<file path="config.mk">
export PLATFORM = sky130hd
export DESIGN_NAME = lbphe_code
export DESIGN_NICKNAME = d
export VERILOG_FILES = /design/src/hw/rtl/lbphe_pkg.sv /design/src/hw/rtl/lbphe_code.sv
export SDC_FILE = /design/constraint.sdc
export NUM_CORES = 1
export LEC_CHECK = 0
export BUFFER_PORTS_ARGS = -buffer_cell sky130_fd_sc_hd__buf_4
export CAP_MARGIN = 20
export CELL_PAD_IN_SITES_DETAIL_PLACEMENT = 1
export CELL_PAD_IN_SITES_GLOBAL_PLACEMENT = 1
export CORE_ASPECT_RATIO = 0.9
export CORE_UTILIZATION = 51
export CTS_CLUSTER_DIAMETER = 200
export DETAILED_ROUTE_END_ITERATION = 7
export GPL_TIMING_DRIVEN = 0
export PLACE_DENSITY = 0.85
export SLEW_MARGIN = 15
export SYNTH_ARGS = -nofsm -noshare
export SYNTH_HDL_FRONTEND = slang
export SYNTH_SLANG_ARGS = --single-unit
</file>
<file path="constraint.sdc">
create_clock -name aclk -period 5.65 [get_ports aclk]
set_input_delay 0.8475 -clock aclk [delete_from_list [all_inputs] [get_ports aclk]]
set_output_delay 0.8475 -clock aclk [all_outputs]
set_load 0.05 [all_outputs]
</file>
<file path="src/hw/rtl/lbphe_pkg.sv">
`default_nettype none

package lbphe_pkg;

    localparam int MAX_WIDTH_DEF  = 1024;
    localparam int MAX_HEIGHT_DEF = 1024;
    localparam int COUNT_BITS_DEF = 20;

    // Clamped frame sizes and positions are compared at this width.
    localparam int SIZE_BITS = 13;

    localparam int OUT_BITS = 20;
    localparam logic [OUT_BITS-1:0] OUT_COUNT_MAX = 20'hFFFFF;

    localparam logic [7:0] UNI_BINS     = 8'd58;
    localparam logic [7:0] BIN_FLAT     = 8'd56;
    localparam logic [7:0] BIN_NONUNI   = 8'd57;
    localparam logic [7:0] CODE_ONES    = 8'hff;
    localparam int         RUN_LEN_MAX  = 7;

    localparam logic [1:0] ACT_PUSH  = 2'd0;
    localparam logic [1:0] ACT_READ  = 2'd1;
    localparam logic [1:0] ACT_CLEAR = 2'd2;

    localparam logic [1:0] CFG_FRAME_WIDTH  = 2'd0;
    localparam logic [1:0] CFG_FRAME_HEIGHT = 2'd1;
    localparam logic [1:0] CFG_UNIFORM_MODE = 2'd2;

    // A pixel on its way from the line store read to the code stage.
    typedef struct packed {
        logic       vld;
        logic       interior;
        logic [7:0] px;
    } push_t;

    // A histogram increment request.
    typedef struct packed {
        logic       vld;
        logic [7:0] bin;
    } hist_upd_t;

    // Uniform mapping: a rotated run of j ones starting at bit i goes to bin i*7+j-1.
    function automatic logic [7:0] uniform_bin(input logic [7:0] code);
        logic [7:0]  bin;
        logic [7:0]  base;
        logic [15:0] shifted;
        logic [7:0]  run;
        bin = BIN_NONUNI;
        if (code == 8'd0 || code == CODE_ONES) begin
            bin = BIN_FLAT;
        end else begin
            for (int i = 0; i < 8; i++) begin
                for (int j = 1; j <= RUN_LEN_MAX; j++) begin
                    base    = 8'((9'd1 << j) - 9'd1);
                    shifted = {8'd0, base} << i;
                    run     = shifted[7:0] | shifted[15:8];
                    if (run == code) begin
                        bin = 8'(i * RUN_LEN_MAX + j - 1);
                    end
                end
            end
        end
        return bin;
    endfunction

endpackage

`default_nettype wire

</file>
<file path="src/hw/rtl/lbphe_code.sv">
`default_nettype none

module lbphe_code
    import lbphe_pkg::*;
(
    input  wire logic       aclk,
    input  wire logic       aresetn,
    input  wire push_t      push,
    input  wire logic [7:0] top,
    input  wire logic [7:0] mid,
    input  wire logic       uniform_mode,
    output hist_upd_t       upd
);

    logic [7:0] win_reg [6];
    logic       upd_vld_reg;
    logic [7:0] upd_bin_reg;

    logic [7:0] c;
    logic [7:0] code;
    logic [7:0] bin;

    always_comb begin
        c       = win_reg[4];
        code[0] = mid > c;
        code[1] = push.px > c;
        code[2] = win_reg[5] > c;
        code[3] = win_reg[2] > c;
        code[4] = win_reg[1] > c;
        code[5] = win_reg[0] > c;
        code[6] = win_reg[3] > c;
        code[7] = top > c;
        bin     = uniform_mode ? uniform_bin(code) : code;
    end

    always_ff @(posedge aclk) begin
        if (!aresetn) begin
            for (int k = 0; k < 6; k++) begin
                win_reg[k] <= 8'd0;
            end
            upd_vld_reg <= 1'b0;
        end else begin
            upd_vld_reg <= push.vld && push.interior;
            if (push.vld) begin
                win_reg[0] <= win_reg[3];
                win_reg[1] <= win_reg[4];
                win_reg[2] <= win_reg[5];
                win_reg[3] <= top;
                win_reg[4] <= mid;
                win_reg[5] <= push.px;
            end
        end
    end

    always_ff @(posedge aclk) begin
        upd_bin_reg <= bin;
    end

    assign upd.vld = upd_vld_reg;
    assign upd.bin = upd_bin_reg;

endmodule

`default_nettype wire

</file>
==> metrics.txt, run 1 <==
Yosys reg bits=57; Slew @ Worst Pin=about 870 ps; routability cong.=approximately 0.90; syn avg cell area=around 10 µm²; # IOs=38; Post-Synth Simple-Gate Area=between 20% and 30%; Final Setup Violations=0; Die Ht=88.4 µm; gate count of the mapped netlist=420; die area=0.00866 mm²; largest net degree at the start of global routing=28; Worst Path Buf+Inv=1; sw frac=between 30% and 40%; Vias/cell=approximately 6.5; CTS buffer count=9; CTS Hold Bufs=0; Initial Util=a little over half; Seq/Total Area, Yosys=38.3%; max reg flops=48; min Tclk post-route=approximately 3500 ps; largest fanout on the critical path=8; H-tree depth=3; Iter 0 DRT Violations=~150; Worst setup EP type=flop; Synth Area in Compound Gates=14.6%; grt ovf=0; CTS max path bufs=2; relative max-transition margin=41.8%; Clock Sinks=57; Reg clk slew, reported paths=70 ps; Fin Setup TNS=0 ps; drt first pass iters=6; CP Launch Type=flop; Leakage=around 2.1 nW; share of cells above drive strength 1=approximately 15%; first-pass GRT wire length=19900 µm; max-slew violations=0; CTS tree=yes; clk_skew=7.88 ps; Comb pwr share=between 30% and 40%; drt drc=2; Final #Nets=about 560; Adder-Cell Fraction of Synth Area=between 10% and 20%; fmax=between 200 and 300 MHz; mux contribution to synthesized area=0%; Max VDD drop=about 0.13 mV; Clock power frac=between 20 and 30%; port bufs=34; yosys synthesis warning count=0; Final Routed Wirelength=between 10000 and 15000 µm; Root Buffer=clkbuf_8; Worst Path Arrival=about 3700 ps; number of diodes=0; Fin Hold WS=a little under 600 ps; power per cell area=306 mW/mm²; P_sw=0.000552 W; crit-path leading delay family=compound AO/OA/AOI/OAI gates; Synthesized Nets=~500; Max Cap Viol=0; status=finished with violations; # fillers=904; GRT Util Overall=30.8%; Final Hold Fails=0; multi-input combinational cell area=~0.0024 mm²; # rows=31; RSZ-0062 raised after global routing=no; DP Wirelength=9660 µm; ys flop type=edfxtp_1; WL/cell=about 22 µm; Post-CTS Setup Inserts=0; total power=0.00148 W; CTS resizes=0; Core ar.=0.00803 mm²; register area=~0.0016 mm²; Crit path required time=between 5000 and 6000 ps; post-synth cell types=54; Skew-Pair Late Insertion Delay=roughly 360 ps; critical path's largest stage delay=roughly 640 ps; Hold WC Path Type=reg2reg; number of global-route vias before repair=roughly 3900; WS Path Type=reg2reg; Post-synth ARST share=0%; main combinational cell family by area after synthesis=simple AND/OR/NAND/NOR gates; area growth from synthesis to layout=14.5%; cell-internal power=between 0.0009 and 0.001 W; number of routed nets with antenna violations=0; initial antenna violation count=0; post-synthesis xor/xnor area fraction=0.207%; number of synthesized flops with an enable pin=48; Via Count=about 3700; failing checks=design-rule violations; Worst path slowest cell=o31ai_2; die width=98 µm; Reg power frac=34.8%; crit path cell chain=inv_1 > ha_1 > nor2b_1 > o211ai_1 > a21oi_1 > o31ai_2 > nand3_1 > o31a_1 > o311ai_1 > o22ai_1; final worst-path cycle share=62.0%; Mapped Area=about 0.0042 mm²
## path summary, 6_finish.rpt
| kind | from | to | slack, ps | cells past startpoint |
|---|---|---|---|---|
| worst min register to register | win_reg[0][38] | win_reg[0][14] | 590 | 1 |
| worst max-delay path | win_reg[0][33] | upd_bin_reg[0] | 2150 | 10 |
| worst max register to register | win_reg[0][33] | upd_bin_reg[0] | 2150 | 10 |
| worst min-delay path | win_reg[0][38] | win_reg[0][14] | 590 | 1 |
## power groups by stage
| stage | logic (W) | registers, W | clock network, W |
|---|---|---|---|
| finish | 0.000531 | 0.000516 | 0.000435 |
| global route | 0.000578 | 0.000520 | 0.000444 |
| CTS | 0.000527 | 0.000517 | 0.000438 |
| detailed placement | 0.000523 | 0.000526 | 0 |
| global placement | 0.000500 | 0.000524 | 0 |
| floorplan | 0.000312 | 0.000571 | 0 |
## worst reg2reg max path: cells and delay by family, from the launching register on
family	cells	cell delay [ps]
AO/OA/AOI/OAI	6	1680
adder cells (fa/ha/maj)	1	330
buffers and inverters	1	370
flip-flops	1	390
AND/OR/NAND/NOR	2	600
## cells in the mapped netlist, types with 2 or more instances
library cell | instances | area share [%]
a211oi_1 | 8 | 1.4
o21ai_1 | 5 | 0.59
and2_1 | 4 | 0.59
nor2_1 | 26 | 2.3
o21ai_0 | 13 | 1.5
o311ai_1 | 2 | 0.41
and3_1 | 49 | 7.2
nor2b_1 | 7 | 1.0
buf_6 | 2 | 0.53
clkbuf_1 | 13 | 1.2
ha_1 | 64 | 19
buf_4 | 2 | 0.35
nand3_2 | 3 | 0.71
a21oi_1 | 20 | 2.4
nor2_2 | 2 | 0.30
and4bb_1 | 3 | 0.89
o211ai_1 | 8 | 1.4
or2_1 | 6 | 0.89
or3_1 | 2 | 0.30
nand2_1 | 18 | 1.6
nand4_1 | 18 | 2.7
nor3_1 | 8 | 0.95
o31a_1 | 5 | 1.0
nor4_1 | 8 | 1.2
and4_1 | 3 | 0.62
o32ai_1 | 2 | 0.41
o2111ai_1 | 2 | 0.41
nand3_1 | 4 | 0.47
o22ai_1 | 2 | 0.30
o21a_1 | 7 | 1.2
inv_1 | 16 | 1.4
buf_2 | 5 | 0.59
edfxtp_1 | 48 | 34
dfxtp_1 | 9 | 4.3
or2_2 | 2 | 0.30
o32a_1 | 2 | 0.47
o31ai_1 | 5 | 0.89
## placed cells by master, fill, tap and decap left out, types with 5 or more instances in the layout
master / synthesis / routed
a21oi_1: 20 / 20
or2_1: 6 / 6
o31a_1: 5 / 5
and3_1: 49 / 49
nand4_1: 18 / 18
o21ai_1: 5 / 5
nor4_1: 8 / 8
clkbuf_1: 13 / 14
ha_1: 64 / 64
o31ai_1: 5 / 5
nor2_1: 26 / 26
dfxtp_1: 9 / 9
clkbuf_8: 0 / 9
buf_4: 2 / 36
o21a_1: 7 / 7
nor2b_1: 7 / 7
buf_2: 5 / 5
nand2_1: 18 / 18
edfxtp_1: 48 / 48
a211oi_1: 8 / 8
o211ai_1: 8 / 8
inv_1: 16 / 16
nor3_1: 8 / 8
o21ai_0: 13 / 13
## cells by family (layout without fill, tap and decap cells)
family	Yosys count	count (layout)
AOI/OAI and AO/OA	90	90
xor gates and xnor gates	1	1
adders and majority gates	64	64
buffers and inverters	38	89
DFF	57	57
and+or+nand+nor	170	170
## area by class of cell
| cell class | count | area share (%) |
|---|---|---|
| clock buffer | 10 | 2.64 |
| tap | 99 | 2.56 |
| multi-input combinational | 325 | 50.4 |
| timing repair buffer | 35 | 5.68 |
| buffer | 22 | 2.30 |
| inverter | 16 | 1.24 |
| sequential | 57 | 33.5 |
| clock inverter | 6 | 1.71 |
## layer usage
layer | share of wire [%] | GRT usage [%] | vias to the layer above | wire (µm)
li1 | - | - | 1727 | -
met1 | 43 | 37.4 | 1818 | 5490
met2 | 49 | 54.2 | 127 | 6200
met3 | 5.2 | 5.21 | 36 | 657
met4 | 3.2 | 14.3 | 0 | 402
met5 | 0 | 0 | - | 0
## through the flow
step	util (%)	setup slack [ps]	cells	cell area (µm²)
after floorplan	-	2620	420	4230
after global placement	57.4	2110	553	4610
after detailed placement	57.7	2100	554	4630
after CTS	60.3	2200	570	4840
after global routing	60.3	1980	570	4840
final	60.3	2150	570	4840
Note: power is estimated with default switching activity, not from simulation.
==> run 2, diff against run 1 <==
- CORE_UTILIZATION: 51 -> 43
- PLACE_DENSITY: 0.85 -> 0.76
- clock period: 5.65 -> 3.05 ns (I/O delays scaled with it)
==> metrics.txt, run 2 (same netlist as run 1, synthesis figures left out) <==
status=finished with violations (unchanged); failing checks=negative setup slack (was design-rule violations); Leakage=2.44 nW (was 2.13 nW); # rows=33 (was 31); H-tree depth=3 (unchanged); Max VDD drop=0.264 mV (was 0.130 mV); max-slew violations=0 (unchanged); Via Count=4110 (was 3708); total power=0.00311 W (was 0.00148 W); P_sw=0.00122 W (was 0.000552 W); Iter 0 DRT Violations=365 (was 149); Crit path required time=3280 ps (was 5880 ps); CTS buffer count=9 (unchanged); Slew @ Worst Pin=604 ps (was 868 ps); CTS tree=yes (unchanged); fmax=305 MHz (was 285 MHz); clk_skew=11.1 ps (was 7.88 ps); final worst-path cycle share=108% (was 62.0%); share of cells above drive strength 1=35.1% (was 15.5%); max reg flops=48 (unchanged); power per cell area=536 mW/mm² (was 306 mW/mm²); Max Cap Viol=0 (unchanged); most common cell after layout, fill and taps aside=buf_4 (was ha_1); Worst Path Arrival=3510 ps (was 3730 ps); WS Path Type=reg2reg (unchanged); worst setup margin=-230 ps (was 2150 ps); grt ovf=0 (unchanged); Core ar.=0.00933 mm² (was 0.00803 mm²); sw frac=39.3% (was 37.3%); routability cong.=0.922 (was 0.903); Reg power frac=31.1% (was 34.8%); drt first pass iters=5 (was 6); Fin Hold WS=335 ps (was 593 ps); largest fanout on the critical path=8 (unchanged); largest net degree at the start of global routing=32 (was 28); CP Launch Type=flop (unchanged); CTS max path bufs=2 (unchanged); Reg clk slew, reported paths=80 ps (was 70 ps); first-pass GRT wire length=24600 µm (was 19900 µm); drt drc=0 (was 2); CTS Hold Bufs=0 (unchanged); relative max-transition margin=59.7% (was 41.8%); port bufs=34 (unchanged); RSZ-0062 raised after global routing=yes (was no); Clock Sinks=57 (unchanged); min Tclk post-route=3280 ps (was 3500 ps); Worst setup EP type=flop (unchanged); Final Routed Wirelength=16300 µm (was 12800 µm); number of routed nets with antenna violations=0 (unchanged); die area=0.0102 mm² (was 0.00866 mm²); Final Hold Fails=0 (unchanged); Final Setup Violations=6 (was 0); GRT Util Overall=33.1% (was 30.8%); Clock power frac=22.9% (was 29.4%); number of diodes=0 (unchanged); Fin Setup TNS=-970 ps (was 0 ps); Hold WC Path Type=in2reg (was reg2reg); die width=107 µm (was 98 µm); Comb pwr share=45.9% (was 35.8%); number of global-route vias before repair=4419 (was 3901); DP Wirelength=9830 µm (was 9660 µm); Root Buffer=clkbuf_8 (unchanged); Vias/cell=6.38 (was 6.51); Die Ht=96.1 µm (was 88.4 µm); area growth from synthesis to layout=37.2% (was 14.5%); WL/cell=25.3 µm (was 22.4 µm); Final #Nets=610 (was 559); initial antenna violation count=0 (unchanged); # IOs=38 (unchanged); most frequent cells in the layout=73 x buf_4, 53 x ha_1, 49 x and3_1 (was 64 x ha_1, 49 x and3_1, 48 x edfxtp_1); Skew-Pair Late Insertion Delay=350 ps (was 360 ps); Initial Util=45.3% (was 52.7%); cell-internal power=0.00189 W (was 0.000930 W)
run 2: changes by cell type in the layout (fill, tap and decap cells not counted), moves of 5 or more:
| cell | previous run | this run |
|---|---|---|
| nor2_1 | 26 | 19 |
| inv_1 | 16 | 9 |
| o21ai_1 | 5 | 10 |
| buf_2 | 5 | 0 |
| o31ai_1 | 5 | 0 |
| buf_12 | 1 | 8 |
| a211oi_2 | 1 | 6 |
| buf_6 | 2 | 14 |
| buf_4 | 36 | 73 |
| clkinvlp_4 | 0 | 9 |
| a211oi_1 | 8 | 3 |
| ha_1 | 64 | 53 |
| o21ai_0 | 13 | 6 |
| ha_4 | 0 | 11 |
run 2: final cells by class:
| type | count | area [µm²] |
|---|---|---|
| plain buffers | 21 | 145 |
| inverters | 16 | 86.3 |
| repair buffers | 86 | 776 |
| fillers | 1009 | 3530 |
| well taps | 122 | 153 |
| flip-flops and latches | 57 | 1620 |
| multi-input cells | 326 | 2840 |
| clock buffers | 10 | 128 |
| clock inverters | 6 | 58.8 |
run 2: per-layer routing:
metal	routed length (µm)	GRT usage, %	share of wire, %
met5	0	0	0
met4	625	14.8	3.8
met3	1200	8.60	7.4
met2	7750	56.7	48
met1	6690	39.6	41
run 2: worst paths after layout:
check,startpoint,to,slack [ps],depth (start not counted)
worst max-delay path,win_reg[0][39],upd_bin_reg[2],-230,14
worst min-delay path,push[8],upd_vld_reg,340,2
worst max register to register,win_reg[0][39],upd_bin_reg[2],-230,14
worst min register to register,win_reg[0][26],win_reg[0][2],610,1
run 2: power groups by stage:
stage	Clock [W]	Combinational (W)	Sequential (W)
after floorplan	0	0.000578	0.00106
after global placement	0	0.000948	0.000974
after detailed placement	0	0.000978	0.000976
after CTS	0.000721	0.00125	0.000965
after global routing	0.000749	0.00150	0.000974
final	0.000713	0.00143	0.000969
run 2: per-stage QoR:
step           utilization (%)  std cells  worst slack [ps]  area [µm²]
2_1_floorplan                -        420               309        4230
3_3_place_gp              49.7        576              -532        4640
3_5_place_dp              49.9        577              -568        4660
4_1_cts                   60.1        635              1.12        5610
5_1_grt                   62.2        644              -270        5810
6_report                  62.2        644              -230        5810
run 2: repair_timing:
action	4_1_cts	5_1_grt
cloned	1	0
resized for setup	71	30
pin swaps	33	18
setup endpoints to repair	6	6
buffers inserted	43	9
run 2: worst max-delay path: stages, from the launching register on:
cell	delay (ps)
edfxtp_1	420
clkinvlp_4	140
buf_12	160
ha_1	290
o21ai_1	90
nor2_2	180
and4bb_1	270
or2_1	260
buf_6	150
buf_6	140
nand4_1	100
buf_4	130
nor2_1	40
or4_1	410
o32a_1	370
==> run 3, diff against run 2 <==
- CELL_PAD_IN_SITES_GLOBAL_PLACEMENT: 1 -> 2
- CORE_UTILIZATION: 43 -> 35
- PLACE_DENSITY: 0.76 -> 0.75
==> metrics.txt, run 3 (same netlist as run 1, synthesis figures left out) <==
status=finished with violations (unchanged); failing checks=negative setup slack (unchanged); Skew-Pair Late Insertion Delay=340 ps (was 350 ps); max-slew violations=0 (unchanged); min Tclk post-route=3100 ps (was 3280 ps); Crit. Startpoint=win_reg[0][36] (was win_reg[0][39]); Initial Util=36.4% (was 45.3%); power per cell area=558 mW/mm² (was 536 mW/mm²); cell-internal power=0.00216 W (was 0.00189 W); Final Routed Wirelength=14300 µm (was 16300 µm); Leakage=2.50 nW (was 2.44 nW); post-route insts no fill=671 (was 644); Hold WC Path Type=in2reg (unchanged); Final Util=51.9% (was 62.2%); Root Buffer=clkbuf_16 (was clkbuf_8); Die Ht=106 µm (was 96.1 µm); drt first pass iters=4 (was 5); Clock Sinks=57 (unchanged); CTS Hold Bufs=0 (unchanged); Fin Hold WS=366 ps (was 335 ps); Final #Nets=603 (was 610); Crit path required time=3270 ps (was 3280 ps); share of cells above drive strength 1=35.9% (was 35.1%); Critical R2R Launch=win_reg[0][36] (was win_reg[0][39]); WS Path Type=reg2reg (unchanged); RSZ-0062 raised after global routing=yes (unchanged); fmax=323 MHz (was 305 MHz); Core ar.=0.0116 mm² (was 0.00933 mm²); worst setup margin=-49.8 ps (was -230 ps); CTS max path bufs=2 (unchanged); Reg power frac=28.7% (was 31.1%); routability cong.=0.900 (was 0.922); # IOs=38 (unchanged); Worst Path Arrival=3320 ps (was 3510 ps); clk_skew=3.34 ps (was 11.1 ps); # rows=37 (was 33); number of routed nets with antenna violations=0 (unchanged); Final Setup Violations=4 (was 6); die width=118 µm (was 107 µm); most frequent cells in the layout=62 x buf_4, 49 x and3_1, 48 x edfxtp_1 (was 73 x buf_4, 53 x ha_1, 49 x and3_1); WL/cell=21.3 µm (was 25.3 µm); max reg flops=48 (unchanged); placed insts=611 (was 577); worst hold start=push[8] (unchanged); initial antenna violation count=0 (unchanged); DP Wirelength=9490 µm (was 9830 µm); CTS tree=yes (unchanged); Max VDD drop=0.276 mV (was 0.264 mV); first-pass GRT wire length=22200 µm (was 24600 µm); Clock power frac=30.2% (was 22.9%); Final Hold Fails=0 (unchanged); number of diodes=0 (unchanged); grt ovf=0 (unchanged); Vias/cell=5.82 (was 6.38); area growth from synthesis to layout=42.7% (was 37.2%); port bufs=34 (unchanged); Comb pwr share=41.1% (was 45.9%); drt drc=0 (unchanged); Max Cap Viol=0 (unchanged); sw frac=36.0% (was 39.3%); largest fanout on the critical path=5 (was 8); CP Launch Type=flop (unchanged); final worst-path cycle share=102% (was 108%); Slew @ Worst Pin=658 ps (was 604 ps); CTS buffer count=9 (unchanged); Worst setup EP type=flop (unchanged); largest net degree at the start of global routing=26 (was 32); P_sw=0.00121 W (was 0.00122 W); total power=0.00337 W (was 0.00311 W); Reg clk slew, reported paths=50 ps (was 80 ps); GRT Util Overall=23.6% (was 33.1%); die area=0.0125 mm² (was 0.0102 mm²); Via Count=3904 (was 4110); Fin Setup TNS=-130 ps (was -970 ps); Iter 0 DRT Violations=189 (was 365); FF-to-FF setup slack=-50 ps (was -230 ps); most common cell after layout, fill and taps aside=buf_4 (unchanged); relative max-transition margin=56.1% (was 59.7%); number of global-route vias before repair=4107 (was 4419); H-tree depth=3 (unchanged)
## run 3: changes by cell type in the layout (fill, tap and decap cells not counted), sizes merged
cell,delta
clkinvlp,-2
clkbuf,-1
buf,-6
inv,+1
nand4,-1
clkinv,+2
## run 3: area by class of cell
class / count / area [µm²]
Buffer: 21 / 144
Clock buffer: 9 / 225
Clock inverter: 7 / 70.1
Tap cell: 156 / 195
Inverter: 16 / 86.3
Sequential cell: 57 / 1620
Timing Repair Buffer: 80 / 738
Fill cell: 1233 / 5590
Multi-Input combinational cell: 325 / 2950
## run 3: metal layers
| layer | track usage [%] | share of wire (%) |
|---|---|---|
| met2 | 41.3 | 49 |
| met4 | 12.5 | 3.6 |
| met1 | 27.7 | 43 |
| met5 | 0 | 0 |
| met3 | 3.81 | 4.1 |
## run 3: worst max-delay path, stage by stage, from the launching register on
cell,delay [ps]
edfxtp_1,390
clkinvlp_4,140
buf_12,150
ha_1,200
a211oi_2,250
nor2_2,90
and4bb_2,360
or2_4,150
buf_6,120
nor2_1,100
a21oi_1,150
nor4_1,90
or3_1,420
o32a_1,360
## run 3: power by group through the flow
stage	combinational [W]	sequential [W]	clock (W)
4_1_cts	0.00125	0.000965	0.00103
3_5_place_dp	0.000976	0.000976	0
3_3_place_gp	0.000964	0.000974	0
5_1_grt	0.00148	0.000974	0.00105
6_report	0.00138	0.000967	0.00102
2_1_floorplan	0.000578	0.00106	0
## run 3: final timing paths
kind,cells after the start,endpoint
hold / removal,2,upd_vld_reg
setup reg to reg,13,upd_bin_reg[1]
hold reg to reg,1,win_reg[0][23]
setup / recovery,13,upd_bin_reg[1]
## run 3: repair_timing
| item | in CTS | in global routing |
|---|---|---|
| setup buffers | 37 | 7 |
| cloned | 2 | 0 |
| pin swaps | 28 | 17 |
| endpoints found under the setup margin | 6 | 6 |
| gates resized for setup | 69 | 48 |
## run 3: through the flow
step / worst slack (ps) / cell area [µm²]
finish: -49.8 / 6030
detailed placement: -562 / 4710
CTS: 1.21 / 5710
global route: -172 / 6030
global placement: -605 / 4680
floorplan: 309 / 4230
